<file path="src/rtl/i2cm_pkg.sv">
// ----------------------------------------------------------------------------
// i2cm_pkg
// Types and constants shared by the I2C master bit engine: request codes,
// sequencer phases, engine state and the request and result payloads.
// ----------------------------------------------------------------------------
`timescale 1ns / 1ps
`default_nettype none

package i2cm_pkg;

  // Command codes carried in req_type
  localparam logic [2:0] REQ_START = 3'd0;
  localparam logic [2:0] REQ_STOP  = 3'd1;
  localparam logic [2:0] REQ_WRITE = 3'd2;
  localparam logic [2:0] REQ_WAIT  = 3'd3;
  localparam logic [2:0] REQ_READ  = 3'd4;

  // Configuration register indexes
  localparam logic CFG_TICKS_PER_US = 1'b0;
  localparam logic CFG_ACK_TIMEOUT  = 1'b1;

  // Reset values of the configuration registers
  localparam logic [7:0] TICKS_PER_US_RST = 8'd16;
  localparam logic [7:0] ACK_TIMEOUT_RST  = 8'd250;

  // Bits in one byte on the bus
  localparam logic [3:0] BYTE_BITS = 4'd8;

  typedef enum logic [4:0] {
    PH_IDLE    = 5'd0,
    PH_ST_A    = 5'd1,
    PH_ST_B    = 5'd2,
    PH_SP_A    = 5'd3,
    PH_SP_B    = 5'd4,
    PH_SP_C    = 5'd5,
    PH_WR_SET  = 5'd6,
    PH_WR_HI   = 5'd7,
    PH_WR_LO   = 5'd8,
    PH_WA_REL  = 5'd9,
    PH_WA_HI   = 5'd10,
    PH_WA_POLL = 5'd11,
    PH_RD_LO   = 5'd12,
    PH_RD_HI   = 5'd13,
    PH_AK_SET  = 5'd14,
    PH_AK_HI   = 5'd15
  } phase_t;

  typedef struct packed {
    phase_t      phase;
    logic [3:0]  bit_count;
    logic [7:0]  shift_reg;
    logic [9:0]  delay_count;
    logic [7:0]  poll_count;
    logic        scl;
    logic        sda;
    logic        sda_drive;
    logic        error_flag;
    logic        ack_latch;
    logic [7:0]  rx;
  } eng_state_t;

  typedef struct packed {
    logic        cmd_valid;
    logic [2:0]  req_type;
    logic [7:0]  tx_byte;
    logic        send_ack;
    logic        sda_level;
  } req_t;

  typedef struct packed {
    logic        scl_out;
    logic        sda_out;
    logic        sda_drive;
    logic        busy_res;
    logic        done_res;
    logic [7:0]  rx_byte;
    logic        ack_error;
  } res_t;

endpackage

`default_nettype wire

</file>
<file path="src/rtl/i2cm_core.sv">
// ----------------------------------------------------------------------------
// i2cm_core
// Bus sequencer: holds the engine state and works one tick request per step,
// producing the pin levels and flags that the tick leaves behind.
// ----------------------------------------------------------------------------
`timescale 1ns / 1ps
`default_nettype none

module i2cm_core (
  input  wire logic          clk,
  input  wire logic          rst,
  input  wire logic          step,
  input  wire i2cm_pkg::req_t req,
  input  wire logic [7:0]    ticks_per_us,
  input  wire logic [7:0]    ack_timeout,
  output i2cm_pkg::res_t     res
);

  i2cm_pkg::eng_state_t st;
  i2cm_pkg::eng_state_t st_next;
  logic                 done;
  logic [7:0]           tick_us;
  logic [9:0]           d1;
  logic [9:0]           d2;
  logic [9:0]           d4;

  // Delay loads of 1, 2 and 4 us; a zero tick count counts as one
  assign tick_us = (ticks_per_us == 8'd0) ? 8'd1 : ticks_per_us;
  assign d1      = {2'b00, tick_us};
  assign d2      = {1'b0, tick_us, 1'b0};
  assign d4      = {tick_us, 2'b00};

  // Work out the state after this tick
  always_comb begin
    st_next = st;
    done    = 1'b0;
    if (st.phase == i2cm_pkg::PH_IDLE) begin
      if (req.cmd_valid) begin
        unique case (req.req_type)
          i2cm_pkg::REQ_START: begin
            st_next.sda_drive   = 1'b1;
            st_next.sda         = 1'b1;
            st_next.scl         = 1'b1;
            st_next.phase       = i2cm_pkg::PH_ST_A;
            st_next.delay_count = d4;
          end
          i2cm_pkg::REQ_STOP: begin
            st_next.sda_drive   = 1'b1;
            st_next.sda         = 1'b0;
            st_next.phase       = i2cm_pkg::PH_SP_A;
            st_next.delay_count = d4;
          end
          i2cm_pkg::REQ_WRITE: begin
            st_next.scl         = 1'b0;
            st_next.sda_drive   = 1'b1;
            st_next.sda         = req.tx_byte[7];
            st_next.shift_reg   = {req.tx_byte[6:0], 1'b0};
            st_next.bit_count   = 4'd1;
            st_next.phase       = i2cm_pkg::PH_WR_SET;
            st_next.delay_count = d2;
          end
          i2cm_pkg::REQ_WAIT: begin
            st_next.error_flag  = 1'b0;
            st_next.poll_count  = 8'd0;
            st_next.sda_drive   = 1'b0;
            st_next.sda         = 1'b1;
            st_next.phase       = i2cm_pkg::PH_WA_REL;
            st_next.delay_count = d1;
          end
          i2cm_pkg::REQ_READ: begin
            st_next.scl         = 1'b0;
            st_next.sda_drive   = 1'b0;
            st_next.sda         = 1'b1;
            st_next.bit_count   = 4'd0;
            st_next.shift_reg   = 8'd0;
            st_next.ack_latch   = req.send_ack;
            st_next.phase       = i2cm_pkg::PH_RD_LO;
            st_next.delay_count = d2;
          end
          default: begin
          end
        endcase
      end
    end else if (st.phase == i2cm_pkg::PH_WA_POLL) begin
      // Poll for acknowledge; give up with a stop after the allowed polls
      if (!req.sda_level) begin
        st_next.scl   = 1'b0;
        st_next.phase = i2cm_pkg::PH_IDLE;
        done          = 1'b1;
      end else if (st.poll_count >= ack_timeout) begin
        st_next.error_flag  = 1'b1;
        st_next.sda_drive   = 1'b1;
        st_next.sda         = 1'b0;
        st_next.phase       = i2cm_pkg::PH_SP_A;
        st_next.delay_count = d4;
      end else begin
        st_next.poll_count = st.poll_count + 8'd1;
      end
    end else if (st.delay_count > 10'd1) begin
      st_next.delay_count = st.delay_count - 10'd1;
    end else begin
      // Delay expired: advance the sequence
      st_next.delay_count = 10'd0;
      unique case (st.phase)
        i2cm_pkg::PH_RD_LO: begin
          st_next.scl         = 1'b1;
          st_next.shift_reg   = {st.shift_reg[6:0], req.sda_level};
          st_next.bit_count   = st.bit_count + 4'd1;
          st_next.phase       = i2cm_pkg::PH_RD_HI;
          st_next.delay_count = d1;
        end
        i2cm_pkg::PH_ST_A: begin
          st_next.sda_drive   = 1'b1;
          st_next.sda         = 1'b0;
          st_next.phase       = i2cm_pkg::PH_ST_B;
          st_next.delay_count = d4;
        end
        i2cm_pkg::PH_ST_B: begin
          st_next.scl   = 1'b0;
          st_next.phase = i2cm_pkg::PH_IDLE;
          done          = 1'b1;
        end
        i2cm_pkg::PH_SP_A: begin
          st_next.scl         = 1'b1;
          st_next.phase       = i2cm_pkg::PH_SP_B;
          st_next.delay_count = d4;
        end
        i2cm_pkg::PH_SP_B: begin
          st_next.sda_drive   = 1'b1;
          st_next.sda         = 1'b1;
          st_next.phase       = i2cm_pkg::PH_SP_C;
          st_next.delay_count = d4;
        end
        i2cm_pkg::PH_SP_C: begin
          st_next.phase = i2cm_pkg::PH_IDLE;
          done          = 1'b1;
        end
        i2cm_pkg::PH_WR_SET: begin
          st_next.scl         = 1'b1;
          st_next.phase       = i2cm_pkg::PH_WR_HI;
          st_next.delay_count = d2;
        end
        i2cm_pkg::PH_WR_HI: begin
          st_next.scl         = 1'b0;
          st_next.phase       = i2cm_pkg::PH_WR_LO;
          st_next.delay_count = d2;
        end
        i2cm_pkg::PH_WR_LO: begin
          if (st.bit_count < i2cm_pkg::BYTE_BITS) begin
            st_next.scl         = 1'b0;
            st_next.sda_drive   = 1'b1;
            st_next.sda         = st.shift_reg[7];
            st_next.shift_reg   = {st.shift_reg[6:0], 1'b0};
            st_next.bit_count   = st.bit_count + 4'd1;
            st_next.phase       = i2cm_pkg::PH_WR_SET;
            st_next.delay_count = d2;
          end else begin
            st_next.phase = i2cm_pkg::PH_IDLE;
            done          = 1'b1;
          end
        end
        i2cm_pkg::PH_WA_REL: begin
          st_next.scl         = 1'b1;
          st_next.phase       = i2cm_pkg::PH_WA_HI;
          st_next.delay_count = d1;
        end
        i2cm_pkg::PH_WA_HI: begin
          st_next.phase       = i2cm_pkg::PH_WA_POLL;
          st_next.delay_count = 10'd0;
        end
        i2cm_pkg::PH_RD_HI: begin
          st_next.scl = 1'b0;
          if (st.bit_count < i2cm_pkg::BYTE_BITS) begin
            st_next.phase       = i2cm_pkg::PH_RD_LO;
            st_next.delay_count = d2;
          end else begin
            st_next.rx          = st.shift_reg;
            st_next.sda_drive   = 1'b1;
            st_next.sda         = ~st.ack_latch;
            st_next.phase       = i2cm_pkg::PH_AK_SET;
            st_next.delay_count = d2;
          end
        end
        i2cm_pkg::PH_AK_SET: begin
          st_next.scl         = 1'b1;
          st_next.phase       = i2cm_pkg::PH_AK_HI;
          st_next.delay_count = d2;
        end
        i2cm_pkg::PH_AK_HI: begin
          st_next.scl   = 1'b0;
          st_next.phase = i2cm_pkg::PH_IDLE;
          done          = 1'b1;
        end
        default: begin
          st_next.phase = i2cm_pkg::PH_IDLE;
        end
      endcase
    end
  end

  // Hold the engine state; advance only on a step
  always_ff @(posedge clk) begin
    if (rst) begin
      st.phase       <= i2cm_pkg::PH_IDLE;
      st.bit_count   <= 4'd0;
      st.shift_reg   <= 8'd0;
      st.delay_count <= 10'd0;
      st.poll_count  <= 8'd0;
      st.scl         <= 1'b1;
      st.sda         <= 1'b1;
      st.sda_drive   <= 1'b1;
      st.error_flag  <= 1'b0;
      st.ack_latch   <= 1'b0;
      st.rx          <= 8'd0;
    end else if (step) begin
      st <= st_next;
    end
  end

  // Result of this tick
  always_comb begin
    res.scl_out   = st_next.scl;
    res.sda_out   = st_next.sda;
    res.sda_drive = st_next.sda_drive;
    res.busy_res  = (st_next.phase != i2cm_pkg::PH_IDLE);
    res.done_res  = done;
    res.rx_byte   = st_next.rx;
    res.ack_error = st_next.error_flag;
  end

endmodule

`default_nettype wire

</file>
<file path="src/rtl/i2c_master_bit_engine.sv">
// ----------------------------------------------------------------------------
// i2c_master_bit_engine
// I2C master bit engine: one request per clock tick carries a pin sample and
// an optional command; each request gives one result with pin levels, flags
// and the last received byte.
// ----------------------------------------------------------------------------
//  channel   signals                          moves
//  --------  -------------------------------  ------------------------------
//  in        in_valid, in_stall, in_data      one tick request (req_t)
//  out       out_valid, out_stall, out_data   one tick result (res_t)
//  cfg       cfg_wr_en, cfg_index, cfg_data   ticks_per_us, ack_timeout
//
//  A request is taken into an input register, worked by the sequencer and its
//  result lands in the output register: one request per cycle while the
//  output is not stalled. The rate is set by the sequencer, which works out
//  each next state combinationally.
//  rst is synchronous: engine idle, SCL and SDA high and driven, registers at
//  16 ticks per us and 250 polls.
//  A stalled output holds the result and stalls the input once the input
//  register is full.
// ----------------------------------------------------------------------------
`timescale 1ns / 1ps
`default_nettype none

module i2c_master_bit_engine (
  input  wire logic           clk,
  input  wire logic           rst,
  input  wire logic           in_valid,
  output logic                in_stall,
  input  wire i2cm_pkg::req_t in_data,
  output logic                out_valid,
  input  wire logic           out_stall,
  output i2cm_pkg::res_t      out_data,
  input  wire logic           cfg_wr_en,
  input  wire logic           cfg_index,
  input  wire logic [7:0]     cfg_data
);

  logic           in_full;
  i2cm_pkg::req_t in_reg;
  logic           out_free;
  logic           step;
  logic [7:0]     ticks_per_us;
  logic [7:0]     ack_timeout;
  i2cm_pkg::res_t res;

  // Work the held request whenever the output register can take its result
  assign out_free = !out_valid || !out_stall;
  assign step     = in_full && out_free;
  assign in_stall = in_full && !out_free;

  // Configuration registers
  always_ff @(posedge clk) begin
    if (rst) begin
      ticks_per_us <= i2cm_pkg::TICKS_PER_US_RST;
      ack_timeout  <= i2cm_pkg::ACK_TIMEOUT_RST;
    end else if (cfg_wr_en) begin
      unique case (cfg_index)
        i2cm_pkg::CFG_TICKS_PER_US: ticks_per_us <= cfg_data;
        i2cm_pkg::CFG_ACK_TIMEOUT:  ack_timeout  <= cfg_data;
        default: begin
        end
      endcase
    end
  end

  // Input register: take a request when empty or being drained
  always_ff @(posedge clk) begin
    if (rst) begin
      in_full <= 1'b0;
    end else if (in_valid && !in_stall) begin
      in_full <= 1'b1;
    end else if (step) begin
      in_full <= 1'b0;
    end
  end

  always_ff @(posedge clk) begin
    if (in_valid && !in_stall) begin
      in_reg <= in_data;
    end
  end

  i2cm_core u_core (
    .clk          (clk),
    .rst          (rst),
    .step         (step),
    .req          (in_reg),
    .ticks_per_us (ticks_per_us),
    .ack_timeout  (ack_timeout),
    .res          (res)
  );

  // Output register: load on a step, drop once taken
  always_ff @(posedge clk) begin
    if (rst) begin
      out_valid <= 1'b0;
    end else if (step) begin
      out_valid <= 1'b1;
    end else if (!out_stall) begin
      out_valid <= 1'b0;
    end
  end

  always_ff @(posedge clk) begin
    if (step) begin
      out_data <= res;
    end
  end

endmodule

`default_nettype wire
</file>
<file path="config.mk">
export PLATFORM = sky130hd
export DESIGN_NAME = i2c_master_bit_engine
export DESIGN_NICKNAME = d
export VERILOG_FILES = /design/src/rtl/i2cm_pkg.sv /design/src/rtl/i2cm_core.sv /design/src/rtl/i2c_master_bit_engine.sv
export SDC_FILE = /design/constraint.sdc
export NUM_CORES = 1
export LEC_CHECK = 0
export ABC_AREA = 1
export ABC_CLOCK_PERIOD_IN_PS = 4200
export BUFFER_PORTS_ARGS = -buffer_cell sky130_fd_sc_hd__buf_2
export CELL_PAD_IN_SITES_DETAIL_PLACEMENT = 0
export CELL_PAD_IN_SITES_GLOBAL_PLACEMENT = 1
export CORE_ASPECT_RATIO = 1.2
export CORE_MARGIN = 2
export CORE_UTILIZATION = 47
export CTS_CLUSTER_SIZE = 20
export DETAILED_ROUTE_END_ITERATION = 10
export PLACE_DENSITY = 0.91
export REMOVE_ABC_BUFFERS = 1
export SYNTH_ARGS = -nofsm -noshare
export SYNTH_HDL_FRONTEND = slang
export SYNTH_SLANG_ARGS = --single-unit
</file>
<file path="constraint.sdc">
create_clock -name clk -period 4.2 [get_ports clk]
set_input_delay 1.05 -clock clk [delete_from_list [all_inputs] [get_ports clk]]
set_output_delay 1.05 -clock clk [all_outputs]
set_load 0.02 [all_outputs]
</file>
Word level (Yosys, flattened, before mapping)
Index checks and enable logic that the tools add are counted.
{ "word_totals": {"register_bits": 94, "out_inout_bits": 16} }
{ "op_classes": {"addsub": 3, "n_reduce_logical": 31, "n_bitwise": 2, "eq_ne": 30, "magnitude_cmp": 3, "n_mux": 52} }
{ "op_table": {"columns": ["operator", "n"], "rows": [
  ["$mux W8", 9],
  ["$pmux W12 S2", 2],
  ["$pmux W4 S11", 1],
  ["$eq A5 B4 Y1 const B", 8],
  ["$mux W40", 1],
  ["$pmux W10 S4", 1],
  ["$mux W39", 1],
  ["$mux W10", 3],
  ["$pmux W10 S3", 1],
  ["$pmux W5 S5", 1],
  ["$mux W22", 1],
  ["$eq A5 B3 Y1 const B", 4],
  ["$mux W18", 1],
  ["$mux W3", 6],
  ["$mux W17", 1],
  ["$pmux W2 S4", 2],
  ["$mux W5", 3],
  ["$mux W1", 12],
  ["$mux W12", 1],
  ["$eq A5 B2 Y1 const B", 2],
  ["$gt A10 B1 Y1 const B", 1],
  ["$sub A10 B1 Y10 const B", 1],
  ["$add A8 B1 Y8 const B", 1],
  ["$ge A8 B8 Y1", 1],
  ["other kinds (34)", 56]
]} }

Depth between registers and ports, before layout
{ "depth": {"ltp_word": 8, "mapped_depth": 14, "depth_no_buf": 14} }

By module
Synthesis repeated with hierarchy kept, for this count alone.
{ "unflattened": {"cells_unflattened": 823, "hier_area_um2": 5705.5} }
{ "by_module_without_submodules": {"columns": ["mod", "area_each_um2", "n_inst", "cells_each"], "rows": [
  ["i2cm_core", 4149.0, 1, 697],
  ["i2c_master_bit_engine", 1556.5, 1, 126]
]} }

Least setup slack after synthesis
No wires, ideal clock.
{ "synth_path": {"path_type": "input -> output", "start": "in out_stall", "end": "out in_stall", "cell_stages": 2, "arrival_time_ns": 1.442, "setup_slack_ns": 1.708, "path_cell_list": "nand2_1 > nor2_1"} }
{ "synth_between": {"elab_chain_cells": 4} }
{ "synth_lines": {"columns": ["element", "line", "text"], "rows": [
  ["start: declaration", "i2c_master_bit_engine.sv:32", "input wire logic out_stall,"],
  ["$logic_not A1 Y1", null, null],
  ["$logic_or A1 B1 Y1", "i2c_master_bit_engine.sv:48", "assign out_free = !out_valid || !out_stall;"],
  ["$logic_not A1 Y1", "i2c_master_bit_engine.sv:50", "assign in_stall = in_full && !out_free;"],
  ["$logic_and A1 B1 Y1", "i2c_master_bit_engine.sv:50", null],
  ["end: declaration", "i2c_master_bit_engine.sv:29", "output logic in_stall,"]
]} }
No other way between the ends.

Worst setup path in the final report
Same ends and word-level chain as after synthesis.

==> metrics.yaml <==
grt_pass1_wl_mm: 23.03
globalRouteOverflowTotal: 0
pre_cts_slack_ns: 1.543
r2r-start: "u_core.st[21]$_SDFFE_PP0P_"
grt.total_usage_pct: 22.37
crit_start: "out_stall"
worstRegToRegCells: 9
p_leak_nw: 2.840
synth_top_area_cell: "dfxtp_1"
dr.pass1.iters: 7
routedWlPerCell_um: 14.14
rr_endpoint: "u_core.st[32]$_SDFFE_PP0P_"
required_ns: 3.15
cts.reportedPaths.clkPinSlew_ns: 0.07
whs_ns: 0.4744
drc_errors: 0
cts_setup_buffers: 0
layout.nets: 856
synth_warnings: 0
initial_utilization_pct: 48.32
maxSlewViolCount: 0
seq_power_share_pct: 41.5
area_growth_pct: 10.95
postCtsResizedCells: 0
min_period_ns: 2.566
cp_max_fo: 3
ys_ff_latch: 94
die_x_um: 103.5
netSwitchingFraction_pct: 30.70
hpwl_mm: 10.32
end_kind: "output pin"
die_h_um: 123.5
die-area_sq_um: 12780
clk_latency_ns: 0.34
status: "finished, final reports clean"
fin_ws_ns: 1.634
start_kind: "input pin"
ys_seq_area_share_pct: 38.68
drt_iter0_markers: 283
endpoint: "in_stall"
slew_headroom_pct: 29.20
tritoncts: "done"
clock_path_buffers: 2
diodes: 0
fmax_mhz: 389.8
finalSetupTns_ns: 0
switchingPower_w: 0.0007650
powerDensity_nw_per_um2: 401.9
period_share_pct: 61.09
synth_top_cell_area_share_pct: 23.64
largest_register_ffs: 48
cap_viol_max_count: 0
finalWirelength_mm: 13.82
cts.sinks: 94
drive_gt1_share_pct: 14.51
grt_max_degree: 35
synth.distinct_cells: 41
cts_max_level: 3
portBuffers: 43
viasPerCell: 5.234
antenna_found_initial: 0
setup_viol: 0
netlist_instances: 785
pwr-share-comb_pct: 22.0
io_pins: 44
synthTopCellsByArea: "dfxtp_1 (24%), edfxtp_1 (15%), nand2_1 (13%), inv_1 (6.2%), nor2_1 (5.9%)"
cts_buffers: 9
min_path_type: "register to register"
place_congestion: 0.9153
skew_ns: 0.005529
synth.avg_cell_area_sq_um: 7.120
p_int_w: 0.001727
clock-root-buffer: "clkbuf_16"
max-vdd-ir-drop_v: 0.0002803
crit_arrival_ns: 1.52
final_hold_viol_count: 0
crit_type: "input pin to output pin"
netlist_area_sq_um: 5589
cts_hold_buf: 0
antenna_left: 0
hold_path_depth: 2
clkPwrFrac_pct: 36.5
num_vias: 5114
rows: 43
core_area_sq_um: 11570
rsz0062_at_grt: "no"
worstMarginPinSlew_ns: 1.061
first_global_vias: 4917
worst-r2r-setup-slack_ns: 1.78
-- synth_stat cells --
library cell  instances
buf_2                 1
ha_1                 13
inv_4                 2
xor2_1                4
o21ai_0              49
xnor2_1               3
nor4_1                1
edfxtp_1             28
nand2_1             188
o211ai_1              9
inv_1                92
inv_2                 7
nor2_1               88
nand3b_1              5
o21a_1                2
o22ai_1               1
a22oi_1               4
clkbuf_1             18
a31oi_1               1
buf_4                 1
buf_6                 8
nor3b_1               1
o21ai_2              12
nand4_1               6
nand3_1              50
a21boi_0              2
nand2_4               4
nor2_2                8
o21ai_1              23
nand2_2              12
a21oi_1              53
a31o_2                1
and3_1                1
nor3_1                8
o21bai_1              1
nor2_4                5
dfxtp_1              66
nand4_4               1
o21ai_4               2
nor2_8                2
nand3_2               2
-- layout by cell type, fill, tap and decap left out, types with 4 or more instances in the layout --
master	n
dfxtp_1	66
nor2_1	88
nor2_2	7
o21ai_1	23
a22oi_1	4
nand2_4	4
o211ai_1	9
nand4_1	6
xor2_1	4
o21ai_2	12
nor3_1	8
clkbuf_16	10
nand2_2	12
inv_1	92
nand3_1	50
buf_4	4
nand3b_1	5
a21oi_1	53
inv_2	7
nor2_4	6
buf_2	43
ha_1	13
edfxtp_1	28
o21ai_0	49
nand2_1	188
-- power groups by stage --
stage               Combinational, W  Sequential (W)  Clock [W]
floorplan                   0.000382         0.00106          0
global placement            0.000543         0.00105          0
detailed placement          0.000548         0.00105          0
CTS                         0.000550         0.00103   0.000926
global route                0.000624         0.00104   0.000959
finish                      0.000548         0.00103   0.000909
-- worst min path at each step --
stage / startpoint / endpoint / slack (ns)
2_1_floorplan: ack_timeout[2]$_SDFFE_PP0P_ / ack_timeout[2]$_SDFFE_PP0P_ / 0.44
3_3_place_gp: u_core.st[31]$_SDFFE_PP0P_ / u_core.st[31]$_SDFFE_PP0P_ / 0.46
3_5_place_dp: u_core.st[31]$_SDFFE_PP0P_ / u_core.st[31]$_SDFFE_PP0P_ / 0.47
4_1_cts: u_core.st[31]$_SDFFE_PP0P_ / u_core.st[31]$_SDFFE_PP0P_ / 0.47
5_1_grt: u_core.st[31]$_SDFFE_PP0P_ / u_core.st[31]$_SDFFE_PP0P_ / 0.51
6_report: u_core.st[31]$_SDFFE_PP0P_ / u_core.st[31]$_SDFFE_PP0P_ / 0.47
-- through the flow --
stage / utilization [%] / total power, W / area (sq um) / cells
after floorplan: - / 0.001438 / 5419 / 757
final: 53.61 / 0.002492 / 6201 / 977
after global routing: 53.61 / 0.002624 / 6201 / 977
after detailed placement: 50.71 / 0.001602 / 5866 / 961
after global placement: 50.71 / 0.001596 / 5866 / 961
after CTS: 53.61 / 0.002510 / 6201 / 977
-- metal layers --
layer	global-route usage (%)	routed length (um)	part of all wire (%)
met2	41.39	6943	50
met5	0	0	0
met3	3.057	536	3.9
met4	10.05	415	3.0
met1	25.96	5921	43
-- final cells by class --
cell class                      count  area, sq um
Clock buffer                       12        257.7
Clock inverter                      4        77.57
Fill cell                        1160         5366
Inverter                          101        384.1
Multi-Input combinational cell    562         2878
Sequential cell                    94         2162
Tap cell                          157        196.4
Timing Repair Buffer               47        245.2
-- logic make-up (layout without fill, tap and decap cells) --
| kind of cell | Yosys count | after routing | synth area share [%] |
|---|---|---|---|
| AOI/OAI and AO/OA | 160 | 160 | 16.45 |
| xor gates and xnor gates | 7 | 7 | 1.097 |
| adders and majority gates | 13 | 13 | 2.910 |
| buffers and inverters | 129 | 164 | 9.917 |
| DFF | 94 | 94 | 38.68 |
| and+or+nand+nor | 382 | 382 | 30.94 |
-- worst max-delay path, cell delays in order --
cell	delay (ns)
buf_2	0.07
nand2_1	0.08
nor2_1	0.13
buf_2	0.18
No activity file was read; power rests on OpenSTA's default activity.
